===== src/rtl/ast_pkg.sv =====
// ----------------------------------------------------------------------------
// ast_pkg
// Shared widths, register codes, reset values and tables for the arrive
// steering step.
// ----------------------------------------------------------------------------
package ast_pkg;

    localparam int POS_W    = 24;
    localparam int VEL_W    = 19;
    localparam int SPD_W    = 18;
    localparam int MOVE_W   = 15;
    localparam int TURN_W   = 16;
    localparam int DT_W     = 16;
    localparam int HD_W     = 16;
    localparam int MAXS_W   = 18;
    localparam int RAD_W    = 23;
    localparam int DIFF_W   = 25;
    localparam int DIST_W   = 25;
    localparam int NUM_W    = 51;
    localparam int QUO_W    = 26;
    localparam int MUL_W    = 26;
    localparam int CORD_W   = 34;
    localparam int IDX_W    = 2;
    localparam int CFG_W    = 23;
    localparam int S_DATA_W = 80;
    localparam int M_DATA_W = 176;

    localparam logic [IDX_W-1:0] REG_MAX_SPEED     = 2'd0;
    localparam logic [IDX_W-1:0] REG_SLOW_RADIUS   = 2'd1;
    localparam logic [IDX_W-1:0] REG_ARRIVE_RADIUS = 2'd2;

    localparam logic [MAXS_W-1:0] MAX_SPEED_RST     = 18'd51200;
    localparam logic [RAD_W-1:0]  SLOW_RADIUS_RST   = 23'd64000;
    localparam logic [RAD_W-1:0]  ARRIVE_RADIUS_RST = 23'd8960;

    localparam logic [MOVE_W-1:0] ONE_Q14 = 15'd16384;

    localparam int CORDIC_ITER_DEFAULT = 16;
    localparam logic signed [CORD_W-1:0] CORDIC_GAIN_Q30 = 34'sd652032874;

    localparam logic [29:0] ATAN_Q30 [24] = '{
        30'd536870912, 30'd316933406, 30'd167458907, 30'd85004756,
        30'd42667331,  30'd21354465,  30'd10679838,  30'd5340245,
        30'd2670163,   30'd1335087,   30'd667544,    30'd333772,
        30'd166886,    30'd83443,     30'd41722,     30'd20861,
        30'd10430,     30'd5215,      30'd2608,      30'd1304,
        30'd652,       30'd326,       30'd163,       30'd81
    };

    typedef struct packed {
        logic             start;
        logic [NUM_W-1:0] num;
        logic [DIST_W-1:0] den;
    } div_req_t;

endpackage


===== src/rtl/ast_div.sv =====
// ----------------------------------------------------------------------------
// ast_div
// Restoring divider, one quotient bit per cycle. Quotient must fit QUO_W bits.
// ----------------------------------------------------------------------------
module ast_div (
    input  logic                          aclk,
    input  logic                          aresetn,
    input  ast_pkg::div_req_t             req,
    output logic                          done,
    output logic [ast_pkg::QUO_W-1:0]     quo
);

    localparam int QW = ast_pkg::QUO_W;
    localparam int DW = ast_pkg::DIST_W;
    localparam int NW = ast_pkg::NUM_W;
    localparam int CW = $clog2(QW + 1);

    logic          busy_reg;
    logic          done_reg;
    logic [CW-1:0] cnt_reg;
    logic [DW-1:0] rem_reg;
    logic [DW-1:0] den_reg;
    logic [QW-1:0] sh_reg;
    logic [QW-1:0] quo_reg;

    logic [DW:0] trial;
    logic [DW:0] diff;
    logic        ge;

    assign trial = {rem_reg, sh_reg[QW-1]};
    assign ge    = trial >= {1'b0, den_reg};
    assign diff  = trial - {1'b0, den_reg};

    always_ff @(posedge aclk) begin
        if (!aresetn) begin
            busy_reg <= 1'b0;
            done_reg <= 1'b0;
            cnt_reg  <= '0;
        end else begin
            done_reg <= 1'b0;
            if (req.start) begin
                busy_reg <= 1'b1;
                cnt_reg  <= CW'(QW);
                rem_reg  <= req.num[NW-1:QW];
                sh_reg   <= req.num[QW-1:0];
                den_reg  <= req.den;
            end else if (busy_reg) begin
                rem_reg <= ge ? diff[DW-1:0] : trial[DW-1:0];
                sh_reg  <= {sh_reg[QW-2:0], 1'b0};
                quo_reg <= {quo_reg[QW-2:0], ge};
                cnt_reg <= cnt_reg - 1'b1;
                if (cnt_reg == CW'(1)) begin
                    busy_reg <= 1'b0;
                    done_reg <= 1'b1;
                end
            end
        end
    end

    assign done = done_reg;
    assign quo  = quo_reg;

endmodule


===== src/rtl/arrive_steering_step.sv =====
// ----------------------------------------------------------------------------
// arrive_steering_step
// Moves a point toward a target each tick and reports motion and turn.
// ----------------------------------------------------------------------------
// Input beats on s_* carry target point, time step and heading; each gives
// exactly one result beat on m_*, with the arrival flag in m_tuser.
// Registers max_speed, slow_radius and arrive_radius are written on cfg_*
// (always ready); the user must write them only while the block is idle,
// which the block itself does not enforce. One beat is worked at a time:
// s_tready is high only in the idle state. The time to a result is set by
// the shared divider (up to eight divisions per beat), the 26-step square
// root and the CORDIC loop. Inside the arrive radius no division runs; a
// step that snaps to the radius edge divides for the two offsets only; a
// normal move adds direction, velocity and move-level divisions and CORDIC;
// a distance inside the slow radius adds the speed factor division.
// The result sits in an output register; the next beat is accepted while
// it waits. If m_tready stays low, the next result holds until it drains.
// Reset restores the register defaults and clears position and velocity.
// ----------------------------------------------------------------------------
module arrive_steering_step #(
    parameter int CORDIC_ITERATIONS = ast_pkg::CORDIC_ITER_DEFAULT
) (
    input  logic                            aclk,
    input  logic                            aresetn,
    input  logic                            s_tvalid,
    output logic                            s_tready,
    // target_x, target_y, time_step, heading
    input  logic [ast_pkg::S_DATA_W-1:0]    s_tdata,
    output logic                            m_tvalid,
    input  logic                            m_tready,
    // pos_x, pos_y, vel_x, vel_y, prev_vel_x, prev_vel_y, speed_now,
    // move_level, turn_level, zero pad
    output logic [ast_pkg::M_DATA_W-1:0]    m_tdata,
    // arrived
    output logic [0:0]                      m_tuser,
    input  logic                            cfg_valid,
    output logic                            cfg_ready,
    input  logic [ast_pkg::IDX_W-1:0]       cfg_index,
    input  logic [ast_pkg::CFG_W-1:0]       cfg_data
);

    localparam int IT_W = $clog2(CORDIC_ITERATIONS);
    localparam int CW   = ast_pkg::CORD_W;

    typedef enum logic [4:0] {
        S_IDLE, S_SQX, S_SQY, S_SQADD, S_SQRT, S_CHK, S_FWAIT, S_SPD, S_SPD2,
        S_STP, S_STP2, S_JMUL, S_JDIV, S_JWAIT, S_MDIV, S_MWAIT, S_CINIT,
        S_CORD, S_CFIN, S_T1, S_T2, S_T3, S_OUT
    } state_t;

    typedef enum logic [2:0] {
        JOB_DIRX, JOB_DIRY, JOB_VX, JOB_VY, JOB_OFFX, JOB_OFFY
    } job_t;

    state_t state_reg;
    job_t   job_reg;

    logic [ast_pkg::MAXS_W-1:0] max_speed_reg;
    logic [ast_pkg::RAD_W-1:0]  slow_radius_reg;
    logic [ast_pkg::RAD_W-1:0]  arrive_radius_reg;

    logic signed [ast_pkg::POS_W-1:0] pos_x_reg, pos_y_reg;
    logic signed [ast_pkg::VEL_W-1:0] last_vx_reg, last_vy_reg;

    logic signed [ast_pkg::DIFF_W-1:0] dx_reg, dy_reg;
    logic [ast_pkg::DT_W-1:0]          dt_reg;
    logic [ast_pkg::HD_W-1:0]          hd_reg;

    logic [ast_pkg::NUM_W-1:0]  n_reg, res_reg, bit_reg;
    logic [ast_pkg::DIST_W-1:0] dist_reg, margin_reg;
    logic [ast_pkg::MOVE_W-1:0] factor_reg;
    logic [ast_pkg::SPD_W-1:0]  speed_reg, step_reg;
    logic                       edge_reg, arrived_reg;

    logic signed [ast_pkg::TURN_W-1:0] dirx_reg, diry_reg, turn_reg;
    logic signed [ast_pkg::VEL_W-1:0]  vx_reg, vy_reg;
    logic signed [ast_pkg::QUO_W-1:0]  offx_reg, offy_reg;
    logic [ast_pkg::MOVE_W-1:0]        move_reg;

    logic signed [CW-1:0] cx_reg, cy_reg, cz_reg;
    logic                 flip_reg;
    logic [IT_W-1:0]      iter_reg;
    logic signed [17:0]   c_reg, s_reg;
    logic signed [34:0]   t1_reg;

    logic signed [ast_pkg::MUL_W-1:0]   mul_a, mul_b;
    logic signed [2*ast_pkg::MUL_W-1:0] prod_reg;

    logic                              m_tvalid_reg;
    logic [ast_pkg::M_DATA_W-1:0]      m_tdata_reg;
    logic                              m_tuser_reg;

    ast_pkg::div_req_t           div_req;
    logic                        div_done;
    logic [ast_pkg::QUO_W-1:0]   div_quo;

    ast_div u_div (
        .aclk    (aclk),
        .aresetn (aresetn),
        .req     (div_req),
        .done    (div_done),
        .quo     (div_quo)
    );

    function automatic logic signed [ast_pkg::MUL_W-1:0] MUL_W_SX(
        input logic signed [ast_pkg::DIFF_W-1:0] v);
        return {v[ast_pkg::DIFF_W-1], v};
    endfunction

    // magnitudes and job operands
    logic [ast_pkg::DIFF_W-1:0] mag_x, mag_y, mag_j;
    logic                       job_y, neg_j;
    logic [ast_pkg::DIST_W-1:0] job_num;
    logic [ast_pkg::DIST_W-1:0] dist_now;
    logic [ast_pkg::SPD_W-1:0]  step_now;

    assign mag_x = dx_reg[ast_pkg::DIFF_W-1] ? (~dx_reg + 1'b1) : dx_reg;
    assign mag_y = dy_reg[ast_pkg::DIFF_W-1] ? (~dy_reg + 1'b1) : dy_reg;
    assign job_y = (job_reg == JOB_DIRY) || (job_reg == JOB_VY) || (job_reg == JOB_OFFY);
    assign mag_j = job_y ? mag_y : mag_x;
    assign neg_j = job_y ? dy_reg[ast_pkg::DIFF_W-1] : dx_reg[ast_pkg::DIFF_W-1];
    assign dist_now = res_reg[ast_pkg::DIST_W-1:0];
    assign step_now = prod_reg[33:16];

    always_comb begin
        unique case (job_reg)
            JOB_DIRX, JOB_DIRY: job_num = ast_pkg::DIST_W'(ast_pkg::ONE_Q14);
            JOB_VX, JOB_VY:     job_num = ast_pkg::DIST_W'(speed_reg);
            default:            job_num = edge_reg ? margin_reg
                                                   : ast_pkg::DIST_W'(step_reg);
        endcase
    end

    always_comb begin
        unique case (state_reg)
            S_SQX:   begin mul_a = MUL_W_SX(dx_reg); mul_b = MUL_W_SX(dx_reg); end
            S_SQY:   begin mul_a = MUL_W_SX(dy_reg); mul_b = MUL_W_SX(dy_reg); end
            S_SPD:   begin
                mul_a = ast_pkg::MUL_W'(max_speed_reg);
                mul_b = ast_pkg::MUL_W'(factor_reg);
            end
            S_STP:   begin
                mul_a = ast_pkg::MUL_W'(speed_reg);
                mul_b = ast_pkg::MUL_W'(dt_reg);
            end
            S_JMUL:  begin
                mul_a = ast_pkg::MUL_W'(mag_j);
                mul_b = ast_pkg::MUL_W'(job_num);
            end
            S_T1:    begin
                mul_a = ast_pkg::MUL_W'(c_reg);
                mul_b = ast_pkg::MUL_W'(diry_reg);
            end
            S_T2:    begin
                mul_a = ast_pkg::MUL_W'(s_reg);
                mul_b = ast_pkg::MUL_W'(dirx_reg);
            end
            default: begin mul_a = '0; mul_b = '0; end
        endcase
    end

    always_comb begin
        div_req.start = 1'b0;
        div_req.num   = '0;
        div_req.den   = '0;
        unique case (state_reg)
            S_CHK: begin
                div_req.start = (dist_now > ast_pkg::DIST_W'(arrive_radius_reg))
                             && (slow_radius_reg != '0)
                             && (dist_now < ast_pkg::DIST_W'(slow_radius_reg));
                div_req.num   = ast_pkg::NUM_W'({dist_now, 14'b0});
                div_req.den   = ast_pkg::DIST_W'(slow_radius_reg);
            end
            S_JDIV: begin
                div_req.start = 1'b1;
                div_req.num   = prod_reg[ast_pkg::NUM_W-1:0]
                              + ast_pkg::NUM_W'(dist_reg >> 1);
                div_req.den   = dist_reg;
            end
            S_MDIV: begin
                div_req.start = max_speed_reg != '0;
                div_req.num   = ast_pkg::NUM_W'({speed_reg, 14'b0});
                div_req.den   = ast_pkg::DIST_W'(max_speed_reg);
            end
            default: ;
        endcase
    end

    // square root step
    logic [ast_pkg::NUM_W-1:0] rb;
    assign rb = res_reg + bit_reg;

    // CORDIC step
    logic signed [CW-1:0] xs, ys;
    logic signed [CW-1:0] atan_i;
    assign xs     = cx_reg >>> iter_reg;
    assign ys     = cy_reg >>> iter_reg;
    assign atan_i = CW'(ast_pkg::ATAN_Q30[5'(iter_reg)]);

    logic signed [CW-1:0] xf, yf;
    assign xf = (flip_reg ? -cx_reg : cx_reg) + CW'(32768);
    assign yf = (flip_reg ? -cy_reg : cy_reg) + CW'(32768);

    logic signed [35:0] tsum;
    logic signed [21:0] tsh;
    assign tsum = 36'(t1_reg) - 36'($signed(prod_reg[34:0])) + 36'sd8192;
    assign tsh  = tsum[35:14];

    // signed job quotient
    logic signed [ast_pkg::QUO_W:0] qs;
    assign qs = neg_j ? -$signed({1'b0, div_quo}) : $signed({1'b0, div_quo});

    // new position
    logic signed [ast_pkg::POS_W+2:0] nx, ny;
    logic signed [ast_pkg::POS_W-1:0] sx, sy;
    assign nx = 27'(pos_x_reg) + 27'(offx_reg);
    assign ny = 27'(pos_y_reg) + 27'(offy_reg);
    assign sx = (nx > 27'sd8388607) ? 24'sh7FFFFF :
                (nx < -27'sd8388608) ? 24'sh800000 : nx[ast_pkg::POS_W-1:0];
    assign sy = (ny > 27'sd8388607) ? 24'sh7FFFFF :
                (ny < -27'sd8388608) ? 24'sh800000 : ny[ast_pkg::POS_W-1:0];

    logic [ast_pkg::SPD_W-1:0] speed_out;
    assign speed_out = arrived_reg ? '0 : speed_reg;

    always_ff @(posedge aclk) begin
        prod_reg <= mul_a * mul_b;
    end

    always_ff @(posedge aclk) begin
        if (!aresetn) begin
            state_reg         <= S_IDLE;
            job_reg           <= JOB_DIRX;
            max_speed_reg     <= ast_pkg::MAX_SPEED_RST;
            slow_radius_reg   <= ast_pkg::SLOW_RADIUS_RST;
            arrive_radius_reg <= ast_pkg::ARRIVE_RADIUS_RST;
            pos_x_reg         <= '0;
            pos_y_reg         <= '0;
            last_vx_reg       <= '0;
            last_vy_reg       <= '0;
            m_tvalid_reg      <= 1'b0;
        end else begin
            if (cfg_valid) begin
                unique case (cfg_index)
                    ast_pkg::REG_MAX_SPEED:     max_speed_reg <= cfg_data[ast_pkg::MAXS_W-1:0];
                    ast_pkg::REG_SLOW_RADIUS:   slow_radius_reg <= cfg_data;
                    ast_pkg::REG_ARRIVE_RADIUS: arrive_radius_reg <= cfg_data;
                    default: ;
                endcase
            end
            if (m_tvalid_reg && m_tready && (state_reg != S_OUT)) begin
                m_tvalid_reg <= 1'b0;
            end
            unique case (state_reg)
                S_IDLE: begin
                    if (s_tvalid) begin
                        dx_reg <= {s_tdata[23], s_tdata[23:0]} - {pos_x_reg[23], pos_x_reg};
                        dy_reg <= {s_tdata[47], s_tdata[47:24]} - {pos_y_reg[23], pos_y_reg};
                        dt_reg <= s_tdata[63:48];
                        hd_reg <= s_tdata[79:64];
                        state_reg <= S_SQX;
                    end
                end
                S_SQX: state_reg <= S_SQY;
                S_SQY: begin
                    n_reg     <= prod_reg[ast_pkg::NUM_W-1:0];
                    state_reg <= S_SQADD;
                end
                S_SQADD: begin
                    n_reg     <= n_reg + prod_reg[ast_pkg::NUM_W-1:0];
                    res_reg   <= '0;
                    bit_reg   <= ast_pkg::NUM_W'(1) << (ast_pkg::NUM_W - 1);
                    state_reg <= S_SQRT;
                end
                S_SQRT: begin
                    if (n_reg >= rb) begin
                        n_reg   <= n_reg - rb;
                        res_reg <= (res_reg >> 1) + bit_reg;
                    end else begin
                        res_reg <= res_reg >> 1;
                    end
                    bit_reg <= bit_reg >> 2;
                    if (bit_reg[0]) begin
                        state_reg <= S_CHK;
                    end
                end
                S_CHK: begin
                    dist_reg    <= dist_now;
                    margin_reg  <= dist_now - ast_pkg::DIST_W'(arrive_radius_reg);
                    arrived_reg <= 1'b1;
                    vx_reg      <= '0;
                    vy_reg      <= '0;
                    offx_reg    <= '0;
                    offy_reg    <= '0;
                    move_reg    <= '0;
                    turn_reg    <= '0;
                    if (dist_now <= ast_pkg::DIST_W'(arrive_radius_reg)) begin
                        state_reg <= S_OUT;
                    end else if (div_req.start) begin
                        state_reg <= S_FWAIT;
                    end else begin
                        factor_reg <= ast_pkg::ONE_Q14;
                        state_reg  <= S_SPD;
                    end
                end
                S_FWAIT: begin
                    if (div_done) begin
                        factor_reg <= div_quo[ast_pkg::MOVE_W-1:0];
                        state_reg  <= S_SPD;
                    end
                end
                S_SPD: state_reg <= S_SPD2;
                S_SPD2: begin
                    speed_reg <= prod_reg[31:14];
                    state_reg <= S_STP;
                end
                S_STP: state_reg <= S_STP2;
                S_STP2: begin
                    step_reg <= step_now;
                    if (ast_pkg::DIST_W'(step_now) >= margin_reg) begin
                        edge_reg <= 1'b1;
                        job_reg  <= JOB_OFFX;
                    end else begin
                        edge_reg    <= 1'b0;
                        arrived_reg <= 1'b0;
                        job_reg     <= JOB_DIRX;
                    end
                    state_reg <= S_JMUL;
                end
                S_JMUL: state_reg <= S_JDIV;
                S_JDIV: state_reg <= S_JWAIT;
                S_JWAIT: begin
                    if (div_done) begin
                        unique case (job_reg)
                            JOB_DIRX: dirx_reg <= qs[ast_pkg::TURN_W-1:0];
                            JOB_DIRY: diry_reg <= qs[ast_pkg::TURN_W-1:0];
                            JOB_VX:   vx_reg   <= qs[ast_pkg::VEL_W-1:0];
                            JOB_VY:   vy_reg   <= qs[ast_pkg::VEL_W-1:0];
                            JOB_OFFX: offx_reg <= qs[ast_pkg::QUO_W-1:0];
                            default:  offy_reg <= qs[ast_pkg::QUO_W-1:0];
                        endcase
                        if (job_reg == JOB_OFFY) begin
                            state_reg <= edge_reg ? S_OUT : S_MDIV;
                        end else begin
                            job_reg   <= job_t'(job_reg + 3'd1);
                            state_reg <= S_JMUL;
                        end
                    end
                end
                S_MDIV: begin
                    state_reg <= div_req.start ? S_MWAIT : S_CINIT;
                end
                S_MWAIT: begin
                    if (div_done) begin
                        move_reg  <= (div_quo > ast_pkg::QUO_W'(ast_pkg::ONE_Q14))
                                   ? ast_pkg::ONE_Q14 : div_quo[ast_pkg::MOVE_W-1:0];
                        state_reg <= S_CINIT;
                    end
                end
                S_CINIT: begin
                    cx_reg    <= ast_pkg::CORDIC_GAIN_Q30;
                    cy_reg    <= '0;
                    flip_reg  <= hd_reg[15] ^ hd_reg[14];
                    cz_reg    <= CW'($signed({hd_reg[15] ^ (hd_reg[15] ^ hd_reg[14]),
                                              hd_reg[14:0], 16'b0}));
                    iter_reg  <= '0;
                    state_reg <= S_CORD;
                end
                S_CORD: begin
                    if (!cz_reg[CW-1]) begin
                        cx_reg <= cx_reg - ys;
                        cy_reg <= cy_reg + xs;
                        cz_reg <= cz_reg - atan_i;
                    end else begin
                        cx_reg <= cx_reg + ys;
                        cy_reg <= cy_reg - xs;
                        cz_reg <= cz_reg + atan_i;
                    end
                    iter_reg <= iter_reg + 1'b1;
                    if (iter_reg == IT_W'(CORDIC_ITERATIONS - 1)) begin
                        state_reg <= S_CFIN;
                    end
                end
                S_CFIN: begin
                    c_reg     <= xf[CW-1:16];
                    s_reg     <= yf[CW-1:16];
                    state_reg <= S_T1;
                end
                S_T1: state_reg <= S_T2;
                S_T2: begin
                    t1_reg    <= prod_reg[34:0];
                    state_reg <= S_T3;
                end
                S_T3: begin
                    if (tsh > 22'sd16384) begin
                        turn_reg <= 16'sd16384;
                    end else if (tsh < -22'sd16384) begin
                        turn_reg <= -16'sd16384;
                    end else begin
                        turn_reg <= tsh[ast_pkg::TURN_W-1:0];
                    end
                    state_reg <= S_OUT;
                end
                default: begin
                    if (!m_tvalid_reg || m_tready) begin
                        m_tvalid_reg <= 1'b1;
                        m_tuser_reg  <= arrived_reg;
                        m_tdata_reg  <= {3'b0, turn_reg, move_reg, speed_out,
                                         last_vy_reg, last_vx_reg, vy_reg, vx_reg, sy, sx};
                        pos_x_reg    <= sx;
                        pos_y_reg    <= sy;
                        last_vx_reg  <= vx_reg;
                        last_vy_reg  <= vy_reg;
                        state_reg    <= S_IDLE;
                    end
                end
            endcase
        end
    end

    assign s_tready  = state_reg == S_IDLE;
    assign cfg_ready = 1'b1;
    assign m_tvalid  = m_tvalid_reg;
    assign m_tdata   = m_tdata_reg;
    assign m_tuser   = m_tuser_reg;

endmodule

===== config.mk =====
export PLATFORM = sky130hd
export DESIGN_NAME = arrive_steering_step
export DESIGN_NICKNAME = d
export VERILOG_FILES = /design/src/rtl/ast_pkg.sv /design/src/rtl/ast_div.sv /design/src/rtl/arrive_steering_step.sv
export SDC_FILE = /design/constraint.sdc
export NUM_CORES = 2
export LEC_CHECK = 0
export BUFFER_PORTS_ARGS = -buffer_cell sky130_fd_sc_hd__buf_2
export CAP_MARGIN = 10
export CORE_UTILIZATION = 35
export DETAILED_ROUTE_END_ITERATION = 16
export HOLD_SLACK_MARGIN = 0.05
export PLACE_DENSITY_LB_ADDON = 0.2
export SLEW_MARGIN = 20
export SYNTH_ARGS = -nofsm -noshare
export SYNTH_HDL_FRONTEND = slang
export SYNTH_SLANG_ARGS = --single-unit

===== constraint.sdc =====
create_clock -name aclk -period 19.08 [get_ports aclk]
set_input_delay 3.816 -clock aclk [delete_from_list [all_inputs] [get_ports aclk]]
set_output_delay 3.816 -clock aclk [all_outputs]
set_load 0.02 [all_outputs]

After elaboration in Yosys (flattened, before gate mapping):

Memory sizes are Yosys's and may differ from the RTL's.
Index checks and enable logic that the tools add are counted.

* $add $sub $neg: 29
* multiply operators: 1
* order comparisons: 14
* equal/unequal tests: 46
* shift-type cells: 2
* muxes and demuxes: 86
* bitwise operators: 9
* reductions and logical operators: 60

Operators with widths (number)
* 26-bit one-hot mux with 7 select lines: 2
* 77-bit one-hot mux with 3 select lines: 1
* 34-bit one-hot mux with 2 select lines: 3
* 51-bit one-hot mux with 2 select lines: 2
* 26-bit two-way mux: 7
* 25-bit two-way mux: 7
* 34-bit two-way mux: 5
* 51-bit one-hot mux with 3 select lines: 1
* 5-bit one-hot mux with 22 select lines: 1
* 26-bit one-hot mux with 2 select lines: 2
* 51-bit adder: 2
* 51-bit two-way mux: 2
* 24-bit two-way mux: 4
* 19-bit two-way mux: 4
* 19-bit one-hot mux with 2 select lines: 2
* 15-bit two-way mux: 5
* 34-bit by 17-bit adder with 34-bit output (second input constant): 2
* 34-bit adder: 2
* 34-bit negator: 2
* 34-bit by 4-bit >>> shifter with 34-bit output: 2
* 34-bit subtractor: 2
* 5-bit two-way mux: 13
* 30-bit two-way mux: 2
* 15-bit one-hot mux with 2 select lines: 2
* other kinds (74): 170

* register bits after elaboration: 1162
* memory bits (read-only): 960
* bits of input ports: 110
* output and inout port bits: 180
* logic and storage cells: 300
* memories kept: 1

Memory list
* (no name shown): words 32, bits a word 30, read ports 1, clocked after memory_dff 0, write ports 0, RTL line arrive_steering_step.sv:198 `assign atan_i = CW'(ast_pkg::ATAN_Q30[5'(iter_reg)]);`

Depth between registers and ports, before layout:

* depth in word-level cells: 8
* mapped depth: 40
* gate-level depth less buffers: 38

By module:

From an unflattened synthesis, not the netlist that was laid out.

* cell total of the unflattened synthesis: 10344
* area, all modules: 99258.9 um2

By module, submodules not included
* arrive_steering_step: instances 1, cells an instance 9864, area each 93418.3 um2, seq. area each 28767.6 um2
* ast_div: instances 1, cells an instance 480, area each 5840.6 um2, seq. area each 3203.1 um2

Worst setup path before layout:

Ideal clock, no wire load.

* path type: input to register
* from: input port aresetn
* to: register cx_reg[0], enable pin
* setup time: 0.831 ns
* arrival time: 14.128 ns
* data required time: 18.249 ns
* setup slack: 4.121 ns
* stages: 3
* path buffers: 1
* cell sequence: clkbuf_1 > nand2_1 > nor4_1

* word-level cells in the longest chain between the ends: 1

Ends and longest elaborated chain
* start, declared: RTL line arrive_steering_step.sv:24 `input logic aresetn,`
* 2-bit AND reduction (no line)
* end signal, assigned: RTL line arrive_steering_step.sv:361 `cx_reg <= ast_pkg::CORDIC_GAIN_Q30;`
* end signal, assigned: RTL line arrive_steering_step.sv:371 `cx_reg <= cx_reg - ys;`
* end signal, assigned: RTL line arrive_steering_step.sv:375 `cx_reg <= cx_reg + ys;`
* end, declared: RTL line arrive_steering_step.sv:80 `logic signed [CW-1:0] cx_reg, cy_reg, cz_reg;`

No other way between the ends.
A chain may end at the register's enable or synchronous reset.

Worst setup path in the final report:

* from: register state_reg[3]
* to: register prod_reg[46] (netlist name)

* word-level cells in the longest chain between the ends: 3
* elaborated cells on any way between the ends: 10
* classes of those cells: mul (1); eq/ne (7); mux (2)

Ends and longest elaborated chain
* start, declared: RTL line arrive_steering_step.sv:55 `state_t state_reg;`
* start signal, assigned: RTL line arrive_steering_step.sv:343 `state_reg <= edge_reg ? S_OUT : S_MDIV;`
* start signal, assigned: RTL line arrive_steering_step.sv:351 `state_reg <= div_req.start ? S_MWAIT : S_CINIT;`
* 5-bit == test, or another cell as far along: RTL line arrive_steering_step.sv:135 `unique case (state_reg)`
* 26-bit one-hot mux with 7 select lines: RTL line arrive_steering_step.sv:135
* 26-bit by 26-bit multiplier with 51-bit output (*): RTL line arrive_steering_step.sv:227 `prod_reg <= mul_a * mul_b;`
* end signal, assigned: RTL line arrive_steering_step.sv:227
* end, declared: RTL line arrive_steering_step.sv:87 `logic signed [2*ast_pkg::MUL_W-1:0] prod_reg;`

Every way passes the cells marked *; elsewhere a longest branch is shown, timed or not.

==> impl_metrics.ini <==
[run_status]
status = finished, final reports clean

[min_path]
hold_path.class = reg -> reg

[clock_tree]
clk_pin_slew_ns = 0.06
clock_latency_ns = 0.87
htree_levels = 4
clkSinkCount = 1137
clock_path_buffers = 4
cts_root_buf = clkbuf_16
hold_buffers = 0
cts_resized = 0
numCtsBuffers = 146
post_cts.repair.setup_buffers = 0
tritoncts = yes

[floorplanning]
fp.dieW_um = 533.8
initial_core_util_pct = 35.30
io_pins = 290
fp.dieArea_um2 = 284900
die_h_um = 533.8
coreArea_um2 = 280400
rows = 194

[timing]
finalCritPeriodShare_pct = 58.47
period_needed_ns = 11.16
rsz0062_at_grt = no
finalSetupTns_ns = 0
setup_slack_ns = 7.925
skew_ns = 0.08435
finalHoldViolCount = 0
slew_violations = 0
fmax_ghz = 0.08964
maxSlewHeadroom_pct = 26.56
setup_viol = 0
tightestPinTransition_ns = 1.090

[final_layout]
drive_gt1_share_pct = 9.657
largest_reg_flops = 173
regArea_um2 = 31970
fillers = 27680
syn_to_final_growth_pct = 11.15
fin_nets = 11950
design_area_um2 = 110000
multiInputGateArea_um2 = 61470

[yosys]
synth_area_leader_cell = edfxtp_1
netlist.area_leader.share_pct = 27.92
synth_edf_count = 920
async_flop_share_pct = 0
yosysMostFrequentCell = nand2_1
ys_types = 119
synthCells = 10240
avgSynthCellArea_um2 = 9.662
netlist_top_cells_area = edfxtp_1, fa_1, ha_1
yosysWarnings = 0
synth_common_cells = nand2_1, inv_1, edfxtp_1
syn_area_um2 = 98970
seq_area_frac_synth_pct = 32.30
ys_ff_latch = 1137
ys.flop_type = edfxtp_1

[critical_path]
startpoint_type = register
cp-end-kind = register
ff2ff_setup_slack_ns = 7.92
cp.arrival_ns = 11.86
cp_common_cell = fa_1
worstPathRequired_ns = 19.78
critPathKind = reg -> reg
critical_path.slowest_cell = a311o_1
slowest_delay_ns = 0.85
path_max_fanout = 35

[global_route]
grt_overflow = 0
antenna_found_initial = 12
grt_pass1_vias = 78590
grt_first_pass_wirelength_um = 527800
grt_start_max_net_pins = 84
grt.total_usage_pct = 24.87

[pwr]
irDropWorstVdd_mv = 0.1050
power_density_nw_per_um2 = 105.6
p_leak_nw = 45.22

[drt]
highest_layer = met5
dr.pass1.iters = 7
wl_per_cell_um = 25.36
vias = 79390
drc = 0
antenna_left = 0
wirelength_met1_um = 155800
drt_iter0_markers = 7136
finalWirelength_um = 361900
routed_via_density = 5.562
wl_met2_um = 166300
wl_met3_um = 22930

[place]
gp_congestion = 0.9639
postPlaceCellArea_um2 = 105200
dp_hpwl_um = 277000
io_buffer_count = 285
dp_worst_setup_slack_ns = 8.159

[flow_run]
maxCapViolations = 0
## cell type report
class	count	share of cell area, %
diodes	8	0.01820
clock inverters	86	0.7860
well taps	3724	4.236
multi-input cells	7557	55.88
repair buffers	487	2.679
inverters	1104	3.779
flip-flops and latches	1137	29.06
clock buffers	171	3.558
## critical path: cells and delay by family (launching register included)
family                     cells  cell delay [ns]
and+or+nand+nor                8             2.23
DFF                            1             0.61
adders and majority gates      8             3.96
AOI/OAI and AO/OA              9             3.11
buffers and inverters          7             1.02
## stage by stage
stage          total power, mW  std cells  hold WS [ns]  utilization (%)
6_report                 11.62      14270        0.4238            39.24
5_1_grt                  12.30      14270        0.4300            39.23
4_1_cts                  11.68      14270        0.4277            39.22
3_5_place_dp             8.784      14010        0.4073            37.52
3_3_place_gp             8.752      14010        0.4034            37.51
2_1_floorplan            6.756      10250        0.4003                -
## cells in the final DEF, fill, tap and decap left out, drive strengths merged, types with 59 or more instances in the layout
| cell type | instances |
|---|---|
| nor2b | 105 |
| ha | 695 |
| or3 | 63 |
| nor2 | 720 |
| mux4 | 86 |
| a22oi | 99 |
| o21ai | 469 |
| a31oi | 114 |
| o21a | 95 |
| a211oi | 91 |
| xnor2 | 389 |
| a21o | 195 |
| mux2i | 87 |
| buf | 487 |
| nand4 | 65 |
| inv | 1122 |
| a21oi | 606 |
| fa | 714 |
| clkbuf | 171 |
| nand2b | 82 |
| nand3 | 149 |
| dfxtp | 217 |
| and2 | 139 |
| nand2 | 1192 |
| nor3 | 155 |
| edfxtp | 920 |
| and3 | 92 |
| xor2 | 299 |
| o21bai | 59 |
## path summary, 6_finish.rpt
kind / cells after the start / end / startpoint
max: 32 / prod_reg[46] / state_reg[3]
min: 0 / m_tdata[164] / turn_reg[7]
max reg2reg: 32 / prod_reg[46] / state_reg[3]
min reg2reg: 0 / m_tdata[164] / turn_reg[7]
## routing by layer
layer | GRT usage [%] | vias up
met4 | 10.53 | 2
li1 | - | 36250
met5 | 0 | -
met1 | 33.16 | 39770
met2 | 40.29 | 2797
met3 | 3.581 | 570
## power breakdown
group          switching [mW]  total (mW)  internal (mW)
registers               0.134        2.97           2.84
clock network            1.21        2.86           1.64
logic                    3.68        5.79           2.11
total                    5.03        11.6           6.59
## logic make-up (layout without fill, tap and decap cells)
| group | Yosys count | after routing | share of synthesized area [%] |
|---|---|---|---|
| other cells | 2 | 12 | 0.007588 |
| flops | 1137 | 1137 | 32.30 |
| xor+xnor | 688 | 688 | 6.096 |
| simple gates | 2971 | 2971 | 13.92 |
| mux | 208 | 208 | 3.250 |
| compound gates | 2277 | 2277 | 15.15 |
| buf+inv | 1551 | 1848 | 6.038 |
| fa+ha+maj | 1409 | 1409 | 23.23 |
Power figures use the tool's default switching activity.
